$ cat src/hw/rtl/gccl_pkg.sv
// Shared constants, types and the sRGB decode table for the gamma-correct color blend.
package gccl_pkg;

  localparam int LINEAR_BITS  = 12;
  localparam int FACTOR_BITS  = 16;

  localparam int LIN_W        = LINEAR_BITS + 1;
  localparam int T_W          = FACTOR_BITS + 1;
  localparam int LIN_SHIFT    = 16 - LINEAR_BITS;
  localparam int LIN_ROUND    = (LIN_SHIFT == 0) ? 0 : (1 << (LIN_SHIFT - 1));
  localparam int FACTOR_SHIFT = 16 - FACTOR_BITS;

  localparam int NUM_LANES    = 4;
  localparam int SRCH_STEPS   = 8;
  localparam int LANE_STAGES  = 2 + SRCH_STEPS;
  localparam int MERGE_STAGES = 2;
  localparam int NUM_STAGES   = LANE_STAGES + MERGE_STAGES;

  localparam int IN_TDATA_W   = 96;
  localparam int OUT_TDATA_W  = 32;
  localparam int FROM_LSB     = 0;
  localparam int TO_LSB       = 32;
  localparam int BLEND_LSB    = 64;
  localparam int OPAC_LSB     = 81;

  localparam logic [16:0] Q16_ONE      = 17'd65536;
  localparam logic [7:0]  OPACITY_KEEP = 8'hFF;

  typedef logic [7:0]            byte_t;
  typedef logic [LIN_W-1:0]      lin_t;
  typedef logic [T_W-1:0]        factor_t;
  typedef logic [NUM_STAGES-1:0] stage_en_t;

  localparam logic [16:0] DECODE_Q16 [256] = '{
    17'd0, 17'd20, 17'd40, 17'd60, 17'd80, 17'd99, 17'd119, 17'd139,
    17'd159, 17'd179, 17'd199, 17'd219, 17'd241, 17'd264, 17'd288, 17'd313,
    17'd340, 17'd367, 17'd396, 17'd427, 17'd458, 17'd491, 17'd526, 17'd562,
    17'd599, 17'd637, 17'd677, 17'd718, 17'd761, 17'd805, 17'd851, 17'd898,
    17'd947, 17'd997, 17'd1048, 17'd1101, 17'd1156, 17'd1212, 17'd1270, 17'd1330,
    17'd1391, 17'd1453, 17'd1517, 17'd1583, 17'd1651, 17'd1720, 17'd1791, 17'd1863,
    17'd1937, 17'd2013, 17'd2090, 17'd2170, 17'd2250, 17'd2333, 17'd2418, 17'd2504,
    17'd2592, 17'd2681, 17'd2773, 17'd2866, 17'd2961, 17'd3058, 17'd3157, 17'd3258,
    17'd3360, 17'd3464, 17'd3570, 17'd3678, 17'd3788, 17'd3900, 17'd4014, 17'd4129,
    17'd4247, 17'd4366, 17'd4488, 17'd4611, 17'd4736, 17'd4864, 17'd4993, 17'd5124,
    17'd5257, 17'd5392, 17'd5530, 17'd5669, 17'd5810, 17'd5953, 17'd6099, 17'd6246,
    17'd6395, 17'd6547, 17'd6701, 17'd6856, 17'd7014, 17'd7174, 17'd7336, 17'd7500,
    17'd7666, 17'd7834, 17'd8004, 17'd8177, 17'd8352, 17'd8529, 17'd8708, 17'd8889,
    17'd9072, 17'd9258, 17'd9446, 17'd9636, 17'd9828, 17'd10022, 17'd10219, 17'd10418,
    17'd10619, 17'd10822, 17'd11028, 17'd11236, 17'd11446, 17'd11658, 17'd11873, 17'd12090,
    17'd12309, 17'd12531, 17'd12754, 17'd12981, 17'd13209, 17'd13440, 17'd13673, 17'd13909,
    17'd14147, 17'd14387, 17'd14629, 17'd14874, 17'd15122, 17'd15372, 17'd15624, 17'd15878,
    17'd16135, 17'd16394, 17'd16656, 17'd16920, 17'd17187, 17'd17456, 17'd17727, 17'd18001,
    17'd18278, 17'd18556, 17'd18838, 17'd19121, 17'd19408, 17'd19696, 17'd19988, 17'd20281,
    17'd20578, 17'd20876, 17'd21178, 17'd21481, 17'd21788, 17'd22096, 17'd22408, 17'd22722,
    17'd23038, 17'd23357, 17'd23679, 17'd24003, 17'd24329, 17'd24659, 17'd24991, 17'd25325,
    17'd25662, 17'd26002, 17'd26344, 17'd26689, 17'd27036, 17'd27387, 17'd27739, 17'd28095,
    17'd28453, 17'd28813, 17'd29177, 17'd29543, 17'd29911, 17'd30283, 17'd30657, 17'd31033,
    17'd31413, 17'd31795, 17'd32180, 17'd32567, 17'd32957, 17'd33350, 17'd33746, 17'd34144,
    17'd34545, 17'd34949, 17'd35356, 17'd35765, 17'd36177, 17'd36592, 17'd37010, 17'd37430,
    17'd37853, 17'd38279, 17'd38708, 17'd39139, 17'd39574, 17'd40011, 17'd40451, 17'd40893,
    17'd41339, 17'd41787, 17'd42239, 17'd42693, 17'd43150, 17'd43609, 17'd44072, 17'd44537,
    17'd45006, 17'd45477, 17'd45951, 17'd46428, 17'd46908, 17'd47390, 17'd47876, 17'd48365,
    17'd48856, 17'd49350, 17'd49848, 17'd50348, 17'd50851, 17'd51357, 17'd51866, 17'd52378,
    17'd52893, 17'd53411, 17'd53931, 17'd54455, 17'd54982, 17'd55511, 17'd56044, 17'd56580,
    17'd57118, 17'd57660, 17'd58204, 17'd58752, 17'd59303, 17'd59856, 17'd60413, 17'd60972,
    17'd61535, 17'd62101, 17'd62670, 17'd63241, 17'd63816, 17'd64394, 17'd64975, 17'd65536
  };

  // decode one sRGB code to linear Q1.LINEAR_BITS with rounding
  function automatic lin_t lin_of(input byte_t code);
    logic [17:0] sum;
    sum = {1'b0, DECODE_Q16[code]} + 18'(LIN_ROUND);
    return lin_t'(sum >> LIN_SHIFT);
  endfunction

endpackage

$ cat src/hw/rtl/gccl_ctrl.sv
// Stage valid bits and per-stage advance enables for the blend pipeline.
module gccl_ctrl
  import gccl_pkg::*;
(
  input  logic      clk,
  input  logic      rst_n,
  input  logic      in_valid,
  input  logic      out_ready,
  output stage_en_t en,
  output logic      in_ready,
  output logic      out_valid
);

  stage_en_t v_r;
  stage_en_t v_nxt;

  always_comb begin
    en[NUM_STAGES-1] = !v_r[NUM_STAGES-1] || out_ready;
    for (int i = NUM_STAGES - 2; i >= 0; i--) begin
      en[i] = !v_r[i] || en[i+1];
    end
  end

  always_comb begin
    v_nxt = v_r;
    if (en[0]) begin
      v_nxt[0] = in_valid;
    end
    for (int i = 1; i < NUM_STAGES; i++) begin
      if (en[i]) begin
        v_nxt[i] = v_r[i-1];
      end
    end
  end

  always_ff @(posedge clk) begin
    if (!rst_n) begin
      v_r <= '0;
    end else begin
      v_r <= v_nxt;
    end
  end

  assign in_ready  = en[0];
  assign out_valid = v_r[NUM_STAGES-1];

endmodule

$ cat config.mk
export PLATFORM = sky130hd
export DESIGN_NAME = gccl_ctrl
export DESIGN_NICKNAME = d
export VERILOG_FILES = /design/src/hw/rtl/gccl_pkg.sv /design/src/hw/rtl/gccl_ctrl.sv
export SDC_FILE = /design/constraint.sdc
export NUM_CORES = 1
export LEC_CHECK = 0
export BUFFER_PORTS_ARGS = -buffer_cell sky130_fd_sc_hd__buf_4
export CAP_MARGIN = 0
export CORE_MARGIN = 2
export CORE_UTILIZATION = 35
export DETAILED_ROUTE_END_ITERATION = 8
export GPL_TIMING_DRIVEN = 0
export PLACE_DENSITY = 0.66
export RECOVER_POWER = 50
export SKIP_CTS_REPAIR_TIMING = 1
export SYNTH_ARGS = -nofsm -noshare
export SYNTH_HDL_FRONTEND = slang
export SYNTH_SLANG_ARGS = --single-unit
export TNS_END_PERCENT = 10
$ cat constraint.sdc
create_clock -name clk -period 2.2 [get_ports clk]
set_input_delay 0.44 -clock clk [delete_from_list [all_inputs] [get_ports clk]]
set_output_delay 0.44 -clock clk [all_outputs]
set_load 0.02 [all_outputs]
==> reports/metrics.cfg <==
[status]
status = finished clean

[sta]
tns_ns = 0
layout_min_cycle_time_ns = 1.91
slew_viol_final = 0
final-setup-viol-count = 0
fin_crit_sh_pct = 86.9
max-slew-margin-rel_pct = 70.4
worst_slew_pin_slew_ns = 0.444
skew_ns = 0.00472
hold_viol_final = 0
clock.fmax_mhz = 523
rsz0062_at_grt = no

[global_routing]
antenna_found_initial = 0
grt.overflow.total = 0
grt_pass1_wl_um = 1550
met2_usage_pct = 15.8
grt_usage_pct = 11.1
grt_pass1_vias = 378
use_met3_pct = 2.55
grt.busiest_layer = met2
grt.met1_usage_pct = 15.4
grt_max_degree = 11

[final_layout]
drive_gt1_share_pct = 33.3
nets = 84
fillers = 154
final_cells = 93
regMostFlops = v_r
syn_to_final_growth_pct = 25.8
insertedDiodeCount = 0
seq_area_um2 = 240
final_core_util_pct = 48.8
reg_top3 = v_r x12
multi_input_area_um2 = 224
largest_reg_flops = 12

[power]
irDropWorstVdd_v = 0.000285
leakagePower_uw = 0.000247
p_per_area_nw_per_um2 = 543

[detailed_routing]
wirelength_um = 943
viasPerCell = 4.63
vias = 431
route.detailed.wl_per_inst_um = 10.1
drt_first_pass_iters = 1
route.detailed.drc = 0
final_antenna_net_count = 0
drt_iter0_markers = 0

[synthesis]
syn_nets = 63
synth_seq_cells = 12
synth_top_area_cell = dfxtp_1
ys_warn_count = 0
synthCells = 59
synth_top_cell_area_share_pct = 45.8
synthTopCellsByArea = dfxtp_1, nand2_1, o21ai_2
synth_compound_area_share_pct = 17.9
ys_types = 19
muxShareOfSynthArea_pct = 0
synthTopCellsByCount = dfxtp_1, nand2_1, nand3_1, o21a_1, o21ai_2
ys.flop_type = dfxtp_1
synth_top_family_by_area = simple AND/OR/NAND/NOR gates
synthSimpleGateAreaFrac_pct = 28.9
synthXorXnorAreaFrac_pct = 0
yosysSeqAreaShare_pct = 45.8
syn_area_per_cell_um2 = 8.89
synthAdderAreaFrac_pct = 0
syn_area_um2 = 524
synth_edf_count = 0
synthArstFlopShare_pct = 0

[die]
initial_core_util_pct = 38.8
core_area_um2 = 1350
std_cell_rows = 13
die_w_um = 42.7
die_area_um2 = 1820
boundaryPins = 18
fp.dieH_um = 42.7

[clocking]
cts-root-buf = clkbuf_4
clockBufferDepth = 2
worstSkewPairLatency_ns = 0.26
cts_tree = done
cts.sink_count = 12
htree_levels = 1
cts_buffers = 3
path_clk_slew_ns = 0.06

[worst_setup_path]
cp_common_cell = buf_4
cp-end-kind = primary output
slowest_delay_ns = 0.41
slowest_stage = dfxtp_1
crit_type = reg -> out
crit_fanout = 6
worstReg2RegStart = v_r[7]
crit_chain = and4_1 > and3_4 > nand2_1 > buf_4 > buf_4
arrival_ns = 1.47
crit_start = v_r[7]
cp-start-kind = register
worstPathRequired_ns = 1.76

[placed_design]
place_congestion = 0.750
place_hpwl_um = 708
io_buffers = 16
place_inst = 90

[worst_hold_path]
min_path_type = in -> reg
hold_start = in_valid

[job]
cap_viol_max_count = 0

[kinds of logic after synthesis]
family,after synthesis
AO/OA/AOI/OAI,12
flip-flops,12
AND/OR/NAND/NOR,26
buffers and inverters,9
[critical path, delay by kind of cell (launching register included)]
family / cells / cell delay, ns
and+or+nand+nor: 3 / 0.54
DFF: 1 / 0.41
buffers and inverters: 2 / 0.27
[layout by cell type, fill, tap and decap left out, drive strengths merged]
master	count
and4	2
o21a	5
and4b	1
buf	16
o21ai	5
and2	2
nor2b	2
clkbuf	6
and3	2
dfxtp	12
a21boi	1
inv	6
nand3	5
nand2	12
a21oi	1
[final cells by class]
class                   instances  share of cell area (%)
flip-flops and latches         12                    36.4
multi-input cells              38                    34.0
repair buffers                 16                    17.6
clock buffers                   3                    3.42
inverters                       6                    3.42
well taps                      15                    2.85
plain buffers                   3                    2.28
[stage by stage]
stage	hold slack (ns)	setup slack, ns	power, µW	instance area [µm²]
floorplan	0.420	0.442	235	524
global placement	0.438	0.312	240	663
detailed placement	0.447	0.302	241	663
CTS	0.379	0.283	367	686
global route	0.397	0.191	377	659
finish	0.391	0.289	358	659
[per-layer routing]
| metal | share of wire (%) | vias to the layer above |
|---|---|---|
| met5 | 0 | - |
| met4 | 0.85 | 0 |
| met3 | 8.2 | 2 |
| met2 | 40 | 14 |
| met1 | 51 | 180 |
| li1 | - | 235 |
[worst paths after layout]
| path | to | slack [ns] | cells after the start |
|---|---|---|---|
| setup / recovery | en[0] | 0.29 | 5 |
| hold / removal | v_r[0] | 0.39 | 3 |
| setup reg to reg | v_r[0] | 1.07 | 4 |
| hold reg to reg | v_r[2] | 0.45 | 2 |
[power by group]
| group | total (µW) | internal, µW | switching (µW) |
|---|---|---|---|
| logic | 12.1 | 5.49 | 6.57 |
| registers | 222 | 220 | 2.12 |
| clock network | 124 | 63.0 | 61.1 |
| total | 358 | 289 | 69.8 |
Power figures use the tool's default switching activity.
