$ cat src/hw/rtl/gccl_pkg.sv
// Shared constants, types and the sRGB decode table for the gamma-correct color blend.
package gccl_pkg;

  localparam int LINEAR_BITS  = 12;
  localparam int FACTOR_BITS  = 16;

  localparam int LIN_W        = LINEAR_BITS + 1;
  localparam int T_W          = FACTOR_BITS + 1;
  localparam int LIN_SHIFT    = 16 - LINEAR_BITS;
  localparam int LIN_ROUND    = (LIN_SHIFT == 0) ? 0 : (1 << (LIN_SHIFT - 1));
  localparam int FACTOR_SHIFT = 16 - FACTOR_BITS;

  localparam int NUM_LANES    = 4;
  localparam int SRCH_STEPS   = 8;
  localparam int LANE_STAGES  = 2 + SRCH_STEPS;
  localparam int MERGE_STAGES = 2;
  localparam int NUM_STAGES   = LANE_STAGES + MERGE_STAGES;

  localparam int IN_TDATA_W   = 96;
  localparam int OUT_TDATA_W  = 32;
  localparam int FROM_LSB     = 0;
  localparam int TO_LSB       = 32;
  localparam int BLEND_LSB    = 64;
  localparam int OPAC_LSB     = 81;

  localparam logic [16:0] Q16_ONE      = 17'd65536;
  localparam logic [7:0]  OPACITY_KEEP = 8'hFF;

  typedef logic [7:0]            byte_t;
  typedef logic [LIN_W-1:0]      lin_t;
  typedef logic [T_W-1:0]        factor_t;
  typedef logic [NUM_STAGES-1:0] stage_en_t;

  localparam logic [16:0] DECODE_Q16 [256] = '{
    17'd0, 17'd20, 17'd40, 17'd60, 17'd80, 17'd99, 17'd119, 17'd139,
    17'd159, 17'd179, 17'd199, 17'd219, 17'd241, 17'd264, 17'd288, 17'd313,
    17'd340, 17'd367, 17'd396, 17'd427, 17'd458, 17'd491, 17'd526, 17'd562,
    17'd599, 17'd637, 17'd677, 17'd718, 17'd761, 17'd805, 17'd851, 17'd898,
    17'd947, 17'd997, 17'd1048, 17'd1101, 17'd1156, 17'd1212, 17'd1270, 17'd1330,
    17'd1391, 17'd1453, 17'd1517, 17'd1583, 17'd1651, 17'd1720, 17'd1791, 17'd1863,
    17'd1937, 17'd2013, 17'd2090, 17'd2170, 17'd2250, 17'd2333, 17'd2418, 17'd2504,
    17'd2592, 17'd2681, 17'd2773, 17'd2866, 17'd2961, 17'd3058, 17'd3157, 17'd3258,
    17'd3360, 17'd3464, 17'd3570, 17'd3678, 17'd3788, 17'd3900, 17'd4014, 17'd4129,
    17'd4247, 17'd4366, 17'd4488, 17'd4611, 17'd4736, 17'd4864, 17'd4993, 17'd5124,
    17'd5257, 17'd5392, 17'd5530, 17'd5669, 17'd5810, 17'd5953, 17'd6099, 17'd6246,
    17'd6395, 17'd6547, 17'd6701, 17'd6856, 17'd7014, 17'd7174, 17'd7336, 17'd7500,
    17'd7666, 17'd7834, 17'd8004, 17'd8177, 17'd8352, 17'd8529, 17'd8708, 17'd8889,
    17'd9072, 17'd9258, 17'd9446, 17'd9636, 17'd9828, 17'd10022, 17'd10219, 17'd10418,
    17'd10619, 17'd10822, 17'd11028, 17'd11236, 17'd11446, 17'd11658, 17'd11873, 17'd12090,
    17'd12309, 17'd12531, 17'd12754, 17'd12981, 17'd13209, 17'd13440, 17'd13673, 17'd13909,
    17'd14147, 17'd14387, 17'd14629, 17'd14874, 17'd15122, 17'd15372, 17'd15624, 17'd15878,
    17'd16135, 17'd16394, 17'd16656, 17'd16920, 17'd17187, 17'd17456, 17'd17727, 17'd18001,
    17'd18278, 17'd18556, 17'd18838, 17'd19121, 17'd19408, 17'd19696, 17'd19988, 17'd20281,
    17'd20578, 17'd20876, 17'd21178, 17'd21481, 17'd21788, 17'd22096, 17'd22408, 17'd22722,
    17'd23038, 17'd23357, 17'd23679, 17'd24003, 17'd24329, 17'd24659, 17'd24991, 17'd25325,
    17'd25662, 17'd26002, 17'd26344, 17'd26689, 17'd27036, 17'd27387, 17'd27739, 17'd28095,
    17'd28453, 17'd28813, 17'd29177, 17'd29543, 17'd29911, 17'd30283, 17'd30657, 17'd31033,
    17'd31413, 17'd31795, 17'd32180, 17'd32567, 17'd32957, 17'd33350, 17'd33746, 17'd34144,
    17'd34545, 17'd34949, 17'd35356, 17'd35765, 17'd36177, 17'd36592, 17'd37010, 17'd37430,
    17'd37853, 17'd38279, 17'd38708, 17'd39139, 17'd39574, 17'd40011, 17'd40451, 17'd40893,
    17'd41339, 17'd41787, 17'd42239, 17'd42693, 17'd43150, 17'd43609, 17'd44072, 17'd44537,
    17'd45006, 17'd45477, 17'd45951, 17'd46428, 17'd46908, 17'd47390, 17'd47876, 17'd48365,
    17'd48856, 17'd49350, 17'd49848, 17'd50348, 17'd50851, 17'd51357, 17'd51866, 17'd52378,
    17'd52893, 17'd53411, 17'd53931, 17'd54455, 17'd54982, 17'd55511, 17'd56044, 17'd56580,
    17'd57118, 17'd57660, 17'd58204, 17'd58752, 17'd59303, 17'd59856, 17'd60413, 17'd60972,
    17'd61535, 17'd62101, 17'd62670, 17'd63241, 17'd63816, 17'd64394, 17'd64975, 17'd65536
  };

  // decode one sRGB code to linear Q1.LINEAR_BITS with rounding
  function automatic lin_t lin_of(input byte_t code);
    logic [17:0] sum;
    sum = {1'b0, DECODE_Q16[code]} + 18'(LIN_ROUND);
    return lin_t'(sum >> LIN_SHIFT);
  endfunction

endpackage

$ cat src/hw/rtl/gccl_merge.sv
// Merge of the four channel codes: alpha override and alpha premultiply.
module gccl_merge
  import gccl_pkg::*;
(
  input  logic                   clk,
  input  stage_en_t              en,
  input  byte_t                  opacity,
  input  byte_t                  codes [NUM_LANES],
  output logic [OUT_TDATA_W-1:0] color_out
);

  byte_t       op_r   [LANE_STAGES];
  byte_t       a_nxt;
  byte_t       a_r;
  logic [15:0] prod_nxt [NUM_LANES-1];
  logic [15:0] prod_r   [NUM_LANES-1];
  logic [16:0] qsum     [NUM_LANES-1];
  logic [OUT_TDATA_W-1:0] color_nxt;
  logic [OUT_TDATA_W-1:0] color_r;

  always_ff @(posedge clk) begin
    if (en[0]) begin
      op_r[0] <= opacity;
    end
  end

  for (genvar i = 1; i < LANE_STAGES; i++) begin : g_op
    always_ff @(posedge clk) begin
      if (en[i]) begin
        op_r[i] <= op_r[i-1];
      end
    end
  end

  always_comb begin
    a_nxt = (op_r[LANE_STAGES-1] != OPACITY_KEEP) ? op_r[LANE_STAGES-1] : codes[0];
    for (int i = 1; i < NUM_LANES; i++) begin
      prod_nxt[i-1] = 16'(codes[i]) * 16'(a_nxt);
    end
  end

  always_ff @(posedge clk) begin
    if (en[LANE_STAGES]) begin
      a_r    <= a_nxt;
      prod_r <= prod_nxt;
    end
  end

  // divide by 255: exact for all products of two bytes
  always_comb begin
    color_nxt      = '0;
    color_nxt[7:0] = a_r;
    for (int i = 1; i < NUM_LANES; i++) begin
      qsum[i-1] = 17'(prod_r[i-1]) + 17'd1 + 17'(prod_r[i-1][15:8]);
      color_nxt[8*i +: 8] = qsum[i-1][15:8];
    end
  end

  always_ff @(posedge clk) begin
    if (en[LANE_STAGES+1]) begin
      color_r <= color_nxt;
    end
  end

  assign color_out = color_r;

endmodule
$ cat config.mk
export PLATFORM = sky130hd
export DESIGN_NAME = gccl_merge
export DESIGN_NICKNAME = d
export VERILOG_FILES = /design/src/hw/rtl/gccl_pkg.sv /design/src/hw/rtl/gccl_merge.sv
export SDC_FILE = /design/constraint.sdc
export NUM_CORES = 1
export LEC_CHECK = 0
export ABC_AREA = 1
export ABC_CLOCK_PERIOD_IN_PS = 4400
export BUFFER_PORTS_ARGS = -buffer_cell sky130_fd_sc_hd__buf_2
export CORE_ASPECT_RATIO = 1.2
export CORE_UTILIZATION = 35
export CTS_BUF_LIST = sky130_fd_sc_hd__clkbuf_8
export DETAILED_ROUTE_END_ITERATION = 10
export PLACE_DENSITY_LB_ADDON = 0.05
export SETUP_SLACK_MARGIN = 0.3
export SYNTH_ARGS = -nofsm -noshare
export SYNTH_HDL_FRONTEND = slang
export SYNTH_SLANG_ARGS = --single-unit
$ cat constraint.sdc
create_clock -name clk -period 4.4 [get_ports clk]
set_input_delay 0.66 -clock clk [delete_from_list [all_inputs] [get_ports clk]]
set_output_delay 0.66 -clock clk [all_outputs]
set_load 0.02 [all_outputs]
==> impl_metrics.csv <==
group,metric,value,unit
status,status,"complete, but fails checks",
status,violations,"negative setup slack",
clock_tree,clkTransAtPathRegs,110,ps
clock_tree,clock-sinks,168,
grt,grt_first_pass_wirelength,51.46,mm
power,peakVddDrop,0.0002114,V
place,numPortBuffers,84,
setup_path,critPathRequiredTime,4680,ps
sta,hold_ws,308.4,ps
logic_synthesis,netlist_instances,1490,
logic_synthesis,synth.distinct_cells,27,
setup_path,endpoint_kind,"flop",
logic_synthesis,synth_area_per_cell,9.010,um^2
cells_and_area,synthToLayoutAreaGrowth,22.78,%
sta,setup_viol,11,
place,place_congestion,0.8865,
die,ioPinCount,85,
setup_path,crit_family,"adder cells",
setup_path,path_buf_inv,4,
cells_and_area,multi_input_area,7821,um^2
power,p_total,8621,uW
sta,setup_ws,-61.32,ps
sta,clock.fmax,224.1,MHz
setup_path,cpMostUsedCell,"fa_1",
routing,antenna_left,0,
cells_and_area,design_area,16480,um^2
setup_path,critPathMaxFanout,12,
logic_synthesis,synth_top_area_share,37.58,%
sta,min_period,4461,ps
sta,tightest_slew,979.0,ps
cells_and_area,fin_cells,2189,
routing,vias,9983,
routing,detail_route.wl_per_cell,14.31,um
clock_tree,htree_levels,4,
cells_and_area,final_common_cell,"nand2_1",
power,p_leak,0.008071,uW
logic_synthesis,ys_ff_latch,168,
place,place_ws,-278.5,ps
setup_path,worstPathCellList,"nand4_1 -> or2_4 -> o21ai_4 -> buf_12 -> buf_6 -> nor2_1 -> fa_1 -> fa_1 -> fa_1 -> inv_1 -> fa_1 -> inv_1 -> ha_1 -> a21oi_1 -> nor2_1 -> nor2_1 -> nand3_1 -> nand2_1 -> nand2_1",
routing,drc,0,
sta,fin_skew,20.02,ps
logic_synthesis,synth_warnings,0,
logic_synthesis,ys_seq_area_share,37.58,%
die,initial_core_util,35.55,%
cells_and_area,fillCellCount,3749,
clock_tree,cts_tree,"built",
grt,grt_pass1_vias,10429,
place,dpl_cell_area,15390,um^2
cells_and_area,nets,1986,
logic_synthesis,syn_nets,1780,
clock_tree,clock_latency,520,ps
min_path,hp-class,"in -> reg",
setup_path,worstSetupPathType,"reg -> reg",
setup_path,crit_slowest_cell,"fa_1",
place,hpwl,25.49,mm
job,maxCapViolations,0,
routing,viasPerCell,4.561,
clock_tree,cts.path.max_buffers,2,
logic_synthesis,synth-edff-count,168,
cells_and_area,antennaDiodeCount,0,
logic_synthesis,async_flop_share,0,%
setup_path,cp.arrival,4740,ps
grt,gr-total-overflow,0,
cells_and_area,mostFrequentLayoutCells,"nand2_1 (302), inv_1 (287), nor2_1 (206), edfxtp_1 (168), ha_1 (111)",
setup_path,critPathLaunchType,"flop",
place,dp_cells,2141,
setup_path,critPathMaxStageDelay,520,ps
die,die_w,180.8,um
routing,dr.pass1.iters,4,
routing,wirelength,31.33,mm
sta,rsz0062_at_grt,"yes",
logic_synthesis,synth_top_cell_by_area,"edfxtp_1",
sta,maxSlewHeadroom,34.73,%
grt,grt_max_degree,35,
cells_and_area,drive_above_1_share,22.47,%
clock_tree,cts_hold_buf,0,
die,die_h,216.5,um
sta,hold_viol_final,0,
power,cellPowerDensity,523.0,nW/um^2
grt,grt_antenna_before_repair,0,
clock_tree,cts_buffers,17,
logic_synthesis,syn_area,13430,um^2
logic_synthesis,synth_area_leaders,"edfxtp_1 (38%), fa_1 (16%), ha_1 (12%), nand2_1 (9.3%), inv_1 (8.6%)",
die,die_area,39150,um^2
routing,drtIter0Drc,307,
grt,track_usage,17.06,%
die,core,37770,um^2
die,fp-row-count,78,
sta,maxSlewViolCount,0,
logic_synthesis,synthFlopType,"edfxtp_1",
sta,finalCritPeriodShare,101.4,%
clock_tree,clockRootBuffer,"clkbuf_8",
cells_and_area,seq_area,5045,um^2
## sequential cells by signal, indices dropped and copies added, names as in the netlist
signal,cells
prod_r,48
op_r,80
a_r,8
color_out,32
## routing by layer
layer,global-route usage (%),vias up,part of all wire (%)
li1,-,5077,-
met5,0,-,0
met2,31.18,147,52
met1,18.89,4704,41
met3,3.142,55,3.1
met4,8.490,0,3.7
## worst reg2reg max path, cell delays in order, from the launching register on
cell,delay [ps]
edfxtp_1,380
nand4_1,120
or2_4,350
o21ai_4,180
buf_12,170
buf_6,120
nor2_1,40
fa_1,460
fa_1,520
fa_1,490
inv_1,50
fa_1,350
inv_1,60
ha_1,290
a21oi_1,240
nor2_1,70
nor2_1,140
nand3_1,90
nand2_1,60
nand2_1,40
## synthesized netlist by cell type, types with 3 or more instances
master and number:
nand2_1 332, xnor2_1 15, buf_2 6, inv_2 3
buf_4 4, o21ai_0 14, fa_1 108, nor2_1 236
inv_1 306, nand3_1 48, nand4_1 24, xor2_1 9
or2_2 3, o21ai_2 3, edfxtp_1 168, ha_1 129
buf_6 4, nor3_1 14, and2_1 6, a21oi_1 37
o21ai_4 5, o21bai_1 9
## logic make-up (layout without fill, tap and decap cells)
group / after synthesis / count (layout) / synth area share [%]
AND/OR/NAND/NOR: 667 / 667 / 19.93
buffers and inverters: 323 / 542 / 9.422
adder cells (fa/ha/maj): 237 / 237 / 28.13
flip-flops: 168 / 168 / 37.58
AO/OA/AOI/OAI: 71 / 71 / 3.374
XOR/XNOR: 24 / 24 / 1.566
## worst paths after layout
kind / slack, ps / to / cells past startpoint / from
setup / recovery: -60 / prod_r[13] / 19 / op_r[9][5]
hold / removal: 310 / op_r[0][0] / 1 / opacity[0]
setup reg to reg: -60 / prod_r[13] / 19 / op_r[9][5]
hold reg to reg: 420 / op_r[4][7] / 0 / op_r[3][7]
## stage by stage
| step | setup TNS, ps | util (%) |
|---|---|---|
| floorplan | 0 | - |
| global placement | -5064 | 40.74 |
| detailed placement | -5772 | 40.74 |
| CTS | -151.9 | 43.04 |
| global route | -5575 | 43.64 |
| finish | -276.8 | 43.64 |
## what timing repair did
item / 4_1_cts / 5_1_grt
pin swaps: 20 / 7
setup endpoints to repair: 31 / 31
gates resized for setup: 78 / 48
setup buffers: 9 / 7
## layout make-up
type	count	area share, %
flip-flops and latches	168	30.61
inverters	309	7.052
repair buffers	201	8.547
well taps	480	3.644
multi-input cells	999	47.45
clock buffers	17	1.419
clock inverters	15	1.283
## report_power, final
group,internal (uW),switching [uW],total [uW]
combinational,2140,2810,4950
sequential,2230,234,2460
clock,494,715,1210
total,4870,3750,8620
No activity file was read; power rests on OpenSTA's default activity.
